--- src/rtl/core/hrrn_pkg.sv ---
`timescale 1ns / 1ps

package hrrn_pkg;

    typedef struct packed {
        logic        action;
        logic [7:0]  proc_id;
        logic [15:0] arrive_at;
        logic [15:0] run_length;
    } t_in_item;

    typedef struct packed {
        logic [7:0]  chosen_id;
        logic [20:0] finish_time;
        logic [20:0] turnaround;
        logic [20:0] wait_time;
        logic [24:0] sum_turnaround;
        logic [24:0] sum_wait;
        logic        is_last;
    } t_out_item;

    typedef enum logic {
        OP_LOAD  = 1'b0,
        OP_START = 1'b1
    } t_op;

    typedef struct packed {
        logic [7:0]  id;
        logic [15:0] arr;
        logic [15:0] burst;
    } t_entry;

    typedef struct packed {
        t_op    op;
        t_entry ent;
    } t_cmd;

    typedef enum logic [2:0] {
        S_IDLE,
        S_GAP,
        S_GAPEND,
        S_GAPFIX,
        S_BRD,
        S_BMUL,
        S_BCMP,
        S_RUN
    } t_state;

endpackage

--- src/rtl/core/hrrn_ram.sv ---
`timescale 1ns / 1ps

module hrrn_ram #(
    parameter int WIDTH = 40,
    parameter int DEPTH = 16,
    localparam int AW = (DEPTH > 1) ? $clog2(DEPTH) : 1
) (
    input  logic             i_clk,
    input  logic             i_we,
    input  logic [AW-1:0]    i_waddr,
    input  logic [WIDTH-1:0] i_wdata,
    input  logic [AW-1:0]    i_raddr,
    output logic [WIDTH-1:0] o_rdata
);

    logic [WIDTH-1:0] r_mem [DEPTH];
    logic [WIDTH-1:0] r_rdata;

    always_ff @(posedge i_clk) begin
        if (i_we) begin
            r_mem[i_waddr] <= i_wdata;
        end
        r_rdata <= r_mem[i_raddr];
    end

    assign o_rdata = r_rdata;

endmodule

--- src/rtl/core/hrrn_front.sv ---
`timescale 1ns / 1ps

module hrrn_front import hrrn_pkg::*; (
    input  logic     i_clk,
    input  logic     i_rst_n,
    input  logic     i_push,
    output logic     o_full,
    input  t_in_item i_item,
    output logic     o_cmd_valid,
    output t_cmd     o_cmd,
    input  logic     i_cmd_take
);

    t_cmd       r_slot [2];
    logic       r_wp;
    logic       r_rp;
    logic [1:0] r_cnt;
    logic       n_wp;
    logic       n_rp;
    logic [1:0] n_cnt;
    logic       w_in;
    logic       w_out;
    t_cmd       w_cmd;

    // classify the incoming item
    always_comb begin
        w_cmd.op        = t_op'(i_item.action);
        w_cmd.ent.id    = i_item.proc_id;
        w_cmd.ent.arr   = i_item.arrive_at;
        w_cmd.ent.burst = i_item.run_length;
    end

    assign o_full      = (r_cnt == 2'd2);
    assign o_cmd_valid = (r_cnt != 2'd0);
    assign o_cmd       = r_slot[r_rp];
    assign w_in        = i_push && !o_full;
    assign w_out       = i_cmd_take && o_cmd_valid;

    always_comb begin
        n_wp  = r_wp ^ w_in;
        n_rp  = r_rp ^ w_out;
        n_cnt = r_cnt + {1'b0, w_in} - {1'b0, w_out};
    end

    always_ff @(posedge i_clk) begin
        if (!i_rst_n) begin
            r_wp  <= 1'b0;
            r_rp  <= 1'b0;
            r_cnt <= 2'd0;
        end else begin
            r_wp  <= n_wp;
            r_rp  <= n_rp;
            r_cnt <= n_cnt;
        end
    end

    always_ff @(posedge i_clk) begin
        if (w_in) begin
            r_slot[r_wp] <= w_cmd;
        end
    end

endmodule

--- src/rtl/core/hrrn_back.sv ---
`timescale 1ns / 1ps

module hrrn_back import hrrn_pkg::*; #(
    parameter int MAX_PROCS = 16
) (
    input  logic      i_clk,
    input  logic      i_rst_n,
    input  logic      i_cmd_valid,
    input  t_cmd      i_cmd,
    output logic      o_cmd_take,
    output logic      o_empty,
    input  logic      i_pop,
    output t_out_item o_item
);

    localparam int CW = $clog2(MAX_PROCS + 1);
    localparam int IW = (MAX_PROCS > 1) ? $clog2(MAX_PROCS) : 1;
    localparam int TW = 16 + $clog2(MAX_PROCS + 2);
    localparam int SW = TW + $clog2(MAX_PROCS + 1);
    localparam int NW = TW + 1;
    localparam int PW = NW + 16;
    localparam int EW = $bits(t_entry);

    t_state         r_state, n_state;
    logic [CW-1:0]  r_count, n_count;
    logic [CW-1:0]  r_idx, n_idx;
    logic [CW-1:0]  r_k, n_k;
    logic [MAX_PROCS-1:0] r_done, n_done;
    logic [TW-1:0]  r_time, n_time;
    logic [SW-1:0]  r_sum_tat, n_sum_tat;
    logic [SW-1:0]  r_sum_wt, n_sum_wt;
    logic           r_gv, n_gv;
    logic [CW-1:0]  r_gi, n_gi;
    logic           r_any, n_any;
    logic           r_gfound, n_gfound;
    logic [15:0]    r_gmin, n_gmin;
    logic           r_bfound, n_bfound;
    logic [CW-1:0]  r_best_idx, n_best_idx;
    t_entry         r_best, n_best;
    logic [NW-1:0]  r_best_na, n_best_na;
    logic [15:0]    r_best_b1, n_best_b1;
    logic           r_cand, n_cand;
    t_entry         r_c, n_c;
    logic [NW-1:0]  r_c_na, n_c_na;
    logic [15:0]    r_c_b1, n_c_b1;
    logic [PW-1:0]  r_pl, n_pl;
    logic [PW-1:0]  r_pr, n_pr;
    logic           r_ov, n_ov;
    t_out_item      r_out, n_out;

    logic           w_we;
    t_entry         w_rd;
    logic [EW-1:0]  w_rd_raw;
    logic [CW-1:0]  w_last;
    logic [15:0]    w_b1;
    logic [NW-1:0]  w_na;
    logic [TW-1:0]  w_fin;
    logic [TW-1:0]  w_tat;
    logic [TW-1:0]  w_wt;
    logic [SW-1:0]  w_sum_tat;
    logic [SW-1:0]  w_sum_wt;
    logic           w_out_free;
    logic           w_win;

    hrrn_ram #(
        .WIDTH (EW),
        .DEPTH (MAX_PROCS)
    ) u_table (
        .i_clk   (i_clk),
        .i_we    (w_we),
        .i_waddr (r_count[IW-1:0]),
        .i_wdata (i_cmd.ent),
        .i_raddr (r_idx[IW-1:0]),
        .o_rdata (w_rd_raw)
    );

    assign w_rd       = t_entry'(w_rd_raw);
    assign w_last     = CW'(r_count - CW'(1));
    assign w_b1       = (w_rd.burst == 16'd0) ? 16'd1 : w_rd.burst;
    assign w_na       = NW'(r_time) - NW'(w_rd.arr) + NW'(w_b1);
    assign w_fin      = r_time + TW'(r_best.burst);
    assign w_tat      = w_fin - TW'(r_best.arr);
    assign w_wt       = w_tat - TW'(r_best.burst);
    assign w_sum_tat  = r_sum_tat + SW'(w_tat);
    assign w_sum_wt   = r_sum_wt + SW'(w_wt);
    assign w_out_free = !r_ov || i_pop;
    // ties go to the earlier arrival; later table slots never win a full tie
    assign w_win      = r_cand && (!r_bfound || (r_pl > r_pr) ||
                        ((r_pl == r_pr) && (r_c.arr < r_best.arr)));

    assign o_empty = !r_ov;
    assign o_item  = r_out;

    always_comb begin
        n_state    = r_state;
        n_count    = r_count;
        n_idx      = r_idx;
        n_k        = r_k;
        n_done     = r_done;
        n_time     = r_time;
        n_sum_tat  = r_sum_tat;
        n_sum_wt   = r_sum_wt;
        n_gv       = (r_state == S_GAP);
        n_gi       = r_idx;
        n_any      = r_any;
        n_gfound   = r_gfound;
        n_gmin     = r_gmin;
        n_bfound   = r_bfound;
        n_best_idx = r_best_idx;
        n_best     = r_best;
        n_best_na  = r_best_na;
        n_best_b1  = r_best_b1;
        n_cand     = r_cand;
        n_c        = r_c;
        n_c_na     = r_c_na;
        n_c_b1     = r_c_b1;
        n_pl       = r_pl;
        n_pr       = r_pr;
        n_ov       = r_ov;
        n_out      = r_out;
        o_cmd_take = 1'b0;
        w_we       = 1'b0;

        // gap scan: any arrived pending item, earliest pending arrival
        if (r_gv && !r_done[r_gi[IW-1:0]]) begin
            if (TW'(w_rd.arr) <= r_time) begin
                n_any = 1'b1;
            end
            if (!r_gfound || (w_rd.arr < r_gmin)) begin
                n_gmin   = w_rd.arr;
                n_gfound = 1'b1;
            end
        end

        if (i_pop && r_ov) begin
            n_ov = 1'b0;
        end

        case (r_state)
            S_IDLE: begin
                if (i_cmd_valid) begin
                    o_cmd_take = 1'b1;
                    if (i_cmd.op == OP_LOAD) begin
                        if (r_count < CW'(MAX_PROCS)) begin
                            w_we    = 1'b1;
                            n_count = r_count + CW'(1);
                        end
                    end else if (r_count != '0) begin
                        n_done    = '0;
                        n_time    = '0;
                        n_sum_tat = '0;
                        n_sum_wt  = '0;
                        n_k       = '0;
                        n_idx     = '0;
                        n_any     = 1'b0;
                        n_gfound  = 1'b0;
                        n_state   = S_GAP;
                    end
                end
            end
            S_GAP: begin
                if (r_idx == w_last) begin
                    n_state = S_GAPEND;
                end else begin
                    n_idx = r_idx + CW'(1);
                end
            end
            S_GAPEND: begin
                n_state = S_GAPFIX;
            end
            S_GAPFIX: begin
                if (!r_any && r_gfound) begin
                    n_time = TW'(r_gmin);
                end
                n_idx    = '0;
                n_bfound = 1'b0;
                n_state  = S_BRD;
            end
            S_BRD: begin
                n_state = S_BMUL;
            end
            S_BMUL: begin
                n_cand  = !r_done[r_idx[IW-1:0]] && (TW'(w_rd.arr) <= r_time);
                n_c     = w_rd;
                n_c_na  = w_na;
                n_c_b1  = w_b1;
                n_pl    = w_na * r_best_b1;
                n_pr    = r_best_na * w_b1;
                n_state = S_BCMP;
            end
            S_BCMP: begin
                if (w_win) begin
                    n_bfound   = 1'b1;
                    n_best     = r_c;
                    n_best_na  = r_c_na;
                    n_best_b1  = r_c_b1;
                    n_best_idx = r_idx;
                end
                if (r_idx == w_last) begin
                    n_state = S_RUN;
                end else begin
                    n_idx   = r_idx + CW'(1);
                    n_state = S_BRD;
                end
            end
            S_RUN: begin
                if (w_out_free) begin
                    n_time                   = w_fin;
                    n_sum_tat                = w_sum_tat;
                    n_sum_wt                 = w_sum_wt;
                    n_done[r_best_idx[IW-1:0]] = 1'b1;
                    n_out.chosen_id          = r_best.id;
                    n_out.finish_time        = 21'(w_fin);
                    n_out.turnaround         = 21'(w_tat);
                    n_out.wait_time          = 21'(w_wt);
                    n_out.sum_turnaround     = 25'(w_sum_tat);
                    n_out.sum_wait           = 25'(w_sum_wt);
                    n_out.is_last            = (r_k == w_last);
                    n_ov                     = 1'b1;
                    if (r_k == w_last) begin
                        n_count = '0;
                        n_state = S_IDLE;
                    end else begin
                        n_k      = r_k + CW'(1);
                        n_idx    = '0;
                        n_any    = 1'b0;
                        n_gfound = 1'b0;
                        n_state  = S_GAP;
                    end
                end
            end
            default: begin
                n_state = S_IDLE;
            end
        endcase
    end

    always_ff @(posedge i_clk) begin
        if (!i_rst_n) begin
            r_state <= S_IDLE;
            r_count <= '0;
            r_done  <= '0;
            r_time  <= '0;
            r_gv    <= 1'b0;
            r_ov    <= 1'b0;
        end else begin
            r_state <= n_state;
            r_count <= n_count;
            r_done  <= n_done;
            r_time  <= n_time;
            r_gv    <= n_gv;
            r_ov    <= n_ov;
        end
    end

    always_ff @(posedge i_clk) begin
        r_idx      <= n_idx;
        r_k        <= n_k;
        r_sum_tat  <= n_sum_tat;
        r_sum_wt   <= n_sum_wt;
        r_gi       <= n_gi;
        r_any      <= n_any;
        r_gfound   <= n_gfound;
        r_gmin     <= n_gmin;
        r_bfound   <= n_bfound;
        r_best_idx <= n_best_idx;
        r_best     <= n_best;
        r_best_na  <= n_best_na;
        r_best_b1  <= n_best_b1;
        r_cand     <= n_cand;
        r_c        <= n_c;
        r_c_na     <= n_c_na;
        r_c_b1     <= n_c_b1;
        r_pl       <= n_pl;
        r_pr       <= n_pr;
        r_out      <= n_out;
    end

endmodule

--- src/rtl/core/hrrn_process_scheduler.sv ---
`timescale 1ns / 1ps

// Highest-response-ratio-next scheduler.
// Input queue: drive i_item and raise push while full is low. action 0 loads
// one process (id, arrival, burst) into a table of MAX_PROCS entries; loads
// into a full table are dropped. action 1 schedules the loaded batch.
// Result queue: while empty is low, o_item holds the oldest result; pop takes
// it. A start yields one result per loaded entry in schedule order; the last
// one has is_last set and carries the run totals. The table then empties.
// A two-entry input queue sits in front of the sequencer, so up to two items
// are taken while a run is busy. Each result of a run takes one pass over the
// table for the idle-gap check (one read a cycle, then an end and a fix step)
// and one ratio pass that reads, cross-multiplies and compares each entry in
// turn, plus the emit step. A start on an empty table gives no result.
// While the result is not popped the sequencer waits at its emit step.
// Reset (synchronous, active low) empties both queues and the table.
module hrrn_process_scheduler import hrrn_pkg::*; #(
    parameter int MAX_PROCS = 16
) (
    input  logic      i_clk,
    input  logic      i_rst_n,
    input  logic      push,
    output logic      full,
    input  t_in_item  i_item,
    output logic      empty,
    input  logic      pop,
    output t_out_item o_item
);

    logic w_cmd_valid;
    t_cmd w_cmd;
    logic w_cmd_take;

    hrrn_front u_front (
        .i_clk       (i_clk),
        .i_rst_n     (i_rst_n),
        .i_push      (push),
        .o_full      (full),
        .i_item      (i_item),
        .o_cmd_valid (w_cmd_valid),
        .o_cmd       (w_cmd),
        .i_cmd_take  (w_cmd_take)
    );

    hrrn_back #(
        .MAX_PROCS (MAX_PROCS)
    ) u_back (
        .i_clk       (i_clk),
        .i_rst_n     (i_rst_n),
        .i_cmd_valid (w_cmd_valid),
        .i_cmd       (w_cmd),
        .o_cmd_take  (w_cmd_take),
        .o_empty     (empty),
        .i_pop       (pop),
        .o_item      (o_item)
    );

endmodule

--- config.mk ---
export PLATFORM = sky130hd
export DESIGN_NAME = hrrn_process_scheduler
export DESIGN_NICKNAME = d
export VERILOG_FILES = /design/src/rtl/core/hrrn_pkg.sv /design/src/rtl/core/hrrn_ram.sv /design/src/rtl/core/hrrn_front.sv /design/src/rtl/core/hrrn_back.sv /design/src/rtl/core/hrrn_process_scheduler.sv
export SDC_FILE = /design/constraint.sdc
export NUM_CORES = 2
export LEC_CHECK = 0
export BUFFER_PORTS_ARGS = -buffer_cell sky130_fd_sc_hd__buf_4
export CORE_ASPECT_RATIO = 1.75
export CORE_MARGIN = 1.5
export CORE_UTILIZATION = 35
export CTS_CLUSTER_DIAMETER = 150
export CTS_CLUSTER_SIZE = 30
export DETAILED_ROUTE_END_ITERATION = 10
export RECOVER_POWER = 100
export SYNTH_ARGS = -nofsm -noshare
export SYNTH_HDL_FRONTEND = slang
export SYNTH_SLANG_ARGS = --single-unit
--- constraint.sdc ---
create_clock -name i_clk -period 11.8 [get_ports i_clk]
set_input_delay 2.36 -clock i_clk [delete_from_list [all_inputs] [get_ports i_clk]]
set_output_delay 2.36 -clock i_clk [all_outputs]
set_load 0.1 [all_outputs]
==> summary.md <==
| Metric | Value |
|---|---|
| Area of the multi-input gates | `0.0341 mm2` |
| Share of async-settable or async-resettable flops after synthesis | `0` |
| Ports | `169` |
| Starting Density | `0.351` |
| Wire length of the first global-routing pass | `292,000 um` |
| Vertical extent of the die | `614 um` |
| RePlAce Congestion | `about 0.90` |
| Min cycle time layout | `10.57 ns` |
| H-tree levels | `2` |
| CTS hold repair buffers | `0` |
| Clock-pin slew reported for the worst setup and hold paths after clock tree synthesis | `around 0.12 ns` |
| Tcrit/Tclk final | `0.896` |
| Syn Std Cell Area | `0.0747 mm2` |
| Setup TNS | `0 ns` |
| Later-pin clock latency in the skew report | `0.73 ns` |
| Status | `complete, but fails checks` |
| Maximum clock skew at final layout | `0.0464 ns` |
| Unique masters post-synth | `85` |
| Total routing resource utilization after global routing | `0.180` |
| Number of buffers on the longest clock path | `3` |
| Busiest grt layer | `met2` |
| Post-CTS setup buffers | `0` |
| Number of gates given a new drive strength after cts | `0` |
| Required time at the endpoint of the critical path | `12.26 ns` |
| Die Outline Area | `0.216 mm2` |
| Vias in the first global route | `46,900` |
| Antenna violations before repair | `17` |
| Average wire per standard cell | `22.9 um` |
| Post-synth EDFFs | `1,158` |
| Cell seen most often among critical-path stages | `sky130_fd_sc_hd__fa_1` |
| CTS tree | `built` |
| Average via count per standard cell | `5.14` |
| #FFs+latches synth | `1,256` |
| Total via count after detailed routing | `44,100` |
| Met2 usage | `0.346` |
| Maximum number of pins on one net before global-route repair | `around 120` |
| Nets | `between 6,000 and 7,000` |
| Global routing met1 resource utilization | `0.198` |
| Number of maximum-capacitance constraint violations | `between 40 and 50` |
| Final setup violation count | `0` |
| Pins Over Slew Limit | `~1,800` |
| Starting DRT DRC Count | `around 2,900` |
| Worst slew pin tran | `7.69 ns` |
| Hold Crit Class | `reg2reg` |
| Row Count | `~220` |
| Share of final-layout standard cells stronger than drive strength 1 | `0.0613` |
| Number of buffers created by CTS | `48` |
| Ys Warns | `0` |
| Number of sinks on the clock net | `1,256` |
| Violations in the final reports | `max-capacitance violations, max-slew violations` |
| Cells after synthesis | `5,598` |
| Reg area | `0.0367 mm2` |
| Max-slew headroom at the worst pin | `-4.12` |
| Worst endpoint data arrival time | `11.03 ns` |
| Worst Setup Start Kind | `flip-flop` |
| Kind of critical path | `reg2reg` |
| Port bufs | `between 150 and 200` |
| First-pass detailed-route iteration total | `6` |
| Number of buffer and inverter instances along the worst setup path | `4` |
| Unrepaired setup endpoints after global routing | `no` |
| Cell with the biggest individual delay on the critical path | `sky130_fd_sc_hd__clkbuf_1` |
| Top FF cell, synth | `sky130_fd_sc_hd__edfxtp_1` |
| Half-perimeter wire length of the detailed placement result | `137,000 um` |
| Biggest cell delay along the critical path | `approximately 1.3 ns` |
| Number of remaining DRC errors | `0` |
| Total length of routed wires | `about 200,000 um` |
| Post-detailed-route count of antenna-violating nets | `0` |
| Synthesized area divided by synthesized cell count | `13.3 um2` |
| Clock root buffer | `sky130_fd_sc_hd__clkbuf_16` |
| Critical-path maximum fanout | `25` |
| Top Family by Delay on Critical Path | `adder cells` |
| Fmax achieved | `~95 MHz` |
| GR Util met3 | `0.0163` |
| Overall overflow remaining after global route | `0` |
| Count of filler cells inserted in the layout | `20,300` |
| Core Region | `0.212 mm2` |
| Area delta synth->final | `7.22%` |
| Synth Net Count | `between 6,000 and 7,000` |
| Type of element capturing the critical path | `flip-flop` |
| Sequential share of the synthesized area | `0.492` |
| Floorplan die width | `between 300 and 400 um` |
| Hold violation total from the final report | `0` |
routing by layer:
layer,vias to the layer above,share of wire
met5,-,0.000071
met3,432,0.040
li1,19400,-
met4,2,0.053
met2,1255,0.54
met1,22900,0.36
Yosys cell counts (39+ instances only):
cell type / count / area share
sky130_fd_sc_hd__fa_1: 577 / 0.15
sky130_fd_sc_hd__a21oi_1: 177 / 0.012
sky130_fd_sc_hd__clkbuf_1: 176 / 0.0088
sky130_fd_sc_hd__xor2_1: 68 / 0.0080
sky130_fd_sc_hd__a21o_1: 96 / 0.0097
sky130_fd_sc_hd__dfxtp_1: 98 / 0.026
sky130_fd_sc_hd__o21a_1: 39 / 0.0039
sky130_fd_sc_hd__mux2_2: 44 / 0.0066
sky130_fd_sc_hd__xnor2_1: 129 / 0.015
sky130_fd_sc_hd__mux4_2: 210 / 0.063
sky130_fd_sc_hd__and2_1: 335 / 0.028
sky130_fd_sc_hd__edfxtp_1: 1158 / 0.47
sky130_fd_sc_hd__nor2_1: 162 / 0.0081
sky130_fd_sc_hd__o21ai_0: 94 / 0.0063
sky130_fd_sc_hd__nor2b_1: 46 / 0.0039
sky130_fd_sc_hd__nand2_1: 509 / 0.026
sky130_fd_sc_hd__nor3_1: 44 / 0.0029
sky130_fd_sc_hd__inv_1: 806 / 0.041
sky130_fd_sc_hd__ha_1: 433 / 0.073
sky130_fd_sc_hd__nand3_1: 40 / 0.0027
registers in the layout (all words and copies together) (netlist names), 5 cells and up, named ones only:
| name | cells |
|---|---|
| u_back.n_gi | 5 |
| u_back.o_item | 122 |
| u_back.r_best | 40 |
| u_back.r_best_b1 | 16 |
| u_back.r_best_na | 22 |
| u_back.r_c | 40 |
| u_back.r_c_b1 | 16 |
| u_back.r_c_na | 22 |
| u_back.r_count | 5 |
| u_back.r_done | 16 |
| u_back.r_gmin | 16 |
| u_back.r_k | 5 |
| u_back.r_pl | 38 |
| u_back.r_pr | 38 |
| u_back.r_sum_tat | 25 |
| u_back.r_sum_wt | 25 |
| u_back.r_time | 21 |
| u_back.u_table.o_rdata | 40 |
| u_back.u_table.r_mem | 640 |
| u_front.r_slot | 82 |
per-stage QoR:
| step | std cells | worst slack [ns] | hold slack [ns] | instance area [um2] | utilization |
|---|---|---|---|---|---|
| floorplan | 5598 | 2.77 | 0.363 | 74700 | - |
| global placement | 8481 | 2.07 | 0.393 | 79600 | 0.375 |
| CTS | 8570 | 1.98 | 0.416 | 81000 | 0.381 |
| global route | 8571 | 0.691 | 0.421 | 80000 | 0.377 |
| detailed placement | 8481 | 2.01 | 0.390 | 79600 | 0.375 |
| finish | 8573 | 1.23 | 0.413 | 80100 | 0.377 |
cell type report:
type	count	area share
Inverter	808	0.0379
Clock buffer	84	0.0167
Tap cell	2825	0.0442
Clock inverter	5	0.00106
Timing Repair Buffer	262	0.0153
Sequential cell	1256	0.459
Multi-Input combinational cell	3330	0.426
Antenna cell	3	0.0000938
placed cells by master (no fill, tap or decap), types with 12 or more instances in the layout:
master,n
sky130_fd_sc_hd__a211oi_1,24
sky130_fd_sc_hd__a21o_1,96
sky130_fd_sc_hd__a21oi_1,177
sky130_fd_sc_hd__a22oi_1,12
sky130_fd_sc_hd__a31oi_1,20
sky130_fd_sc_hd__and2_0,45
sky130_fd_sc_hd__and2_1,290
sky130_fd_sc_hd__and3_1,26
sky130_fd_sc_hd__buf_4,35
sky130_fd_sc_hd__clkbuf_1,235
sky130_fd_sc_hd__clkbuf_16,48
sky130_fd_sc_hd__clkbuf_4,25
sky130_fd_sc_hd__dfxtp_1,98
sky130_fd_sc_hd__edfxtp_1,1158
sky130_fd_sc_hd__fa_1,577
sky130_fd_sc_hd__ha_1,433
sky130_fd_sc_hd__inv_1,806
sky130_fd_sc_hd__mux2_1,40
sky130_fd_sc_hd__mux4_2,210
sky130_fd_sc_hd__nand2_1,509
sky130_fd_sc_hd__nand2b_1,26
sky130_fd_sc_hd__nand3_1,40
sky130_fd_sc_hd__nand4_1,33
sky130_fd_sc_hd__nor2_1,157
sky130_fd_sc_hd__nor2b_1,47
sky130_fd_sc_hd__nor3_1,43
sky130_fd_sc_hd__o211ai_1,12
sky130_fd_sc_hd__o21a_1,39
sky130_fd_sc_hd__o21ai_0,98
sky130_fd_sc_hd__o21bai_1,35
sky130_fd_sc_hd__or3_1,12
sky130_fd_sc_hd__xnor2_1,130
sky130_fd_sc_hd__xor2_1,68
final timing paths:
path              slack, ns                   endpoint                               start  cells after the start
setup / recovery       1.23  u_back.r_pl[33]$_DFFE_PP_   u_back.u_table.o_rdata[7]$_DFF_P_                     28
hold / removal         0.41   u_back.r_c[33]$_DFFE_PP_  u_back.u_table.o_rdata[33]$_DFF_P_                      0
hold reg to reg        0.41   u_back.r_c[33]$_DFFE_PP_  u_back.u_table.o_rdata[33]$_DFF_P_                      0
setup reg to reg       1.23  u_back.r_pl[33]$_DFFE_PP_   u_back.u_table.o_rdata[7]$_DFF_P_                     28
kinds of logic after synthesis:
group / count (synthesis) / share of synthesized area
DFF: 1256 / 0.492
xor gates and xnor gates: 198 / 0.0233
muxes: 262 / 0.0711
AOI/OAI and AO/OA: 590 / 0.0517
buffers and inverters: 1012 / 0.0510
and+or+nand+nor: 1270 / 0.0836
adders and majority gates: 1010 / 0.227
Power is left out: the tool's default activity adds up to more than one toggle a clock period on the data nets, which glitch-free logic cannot reach.
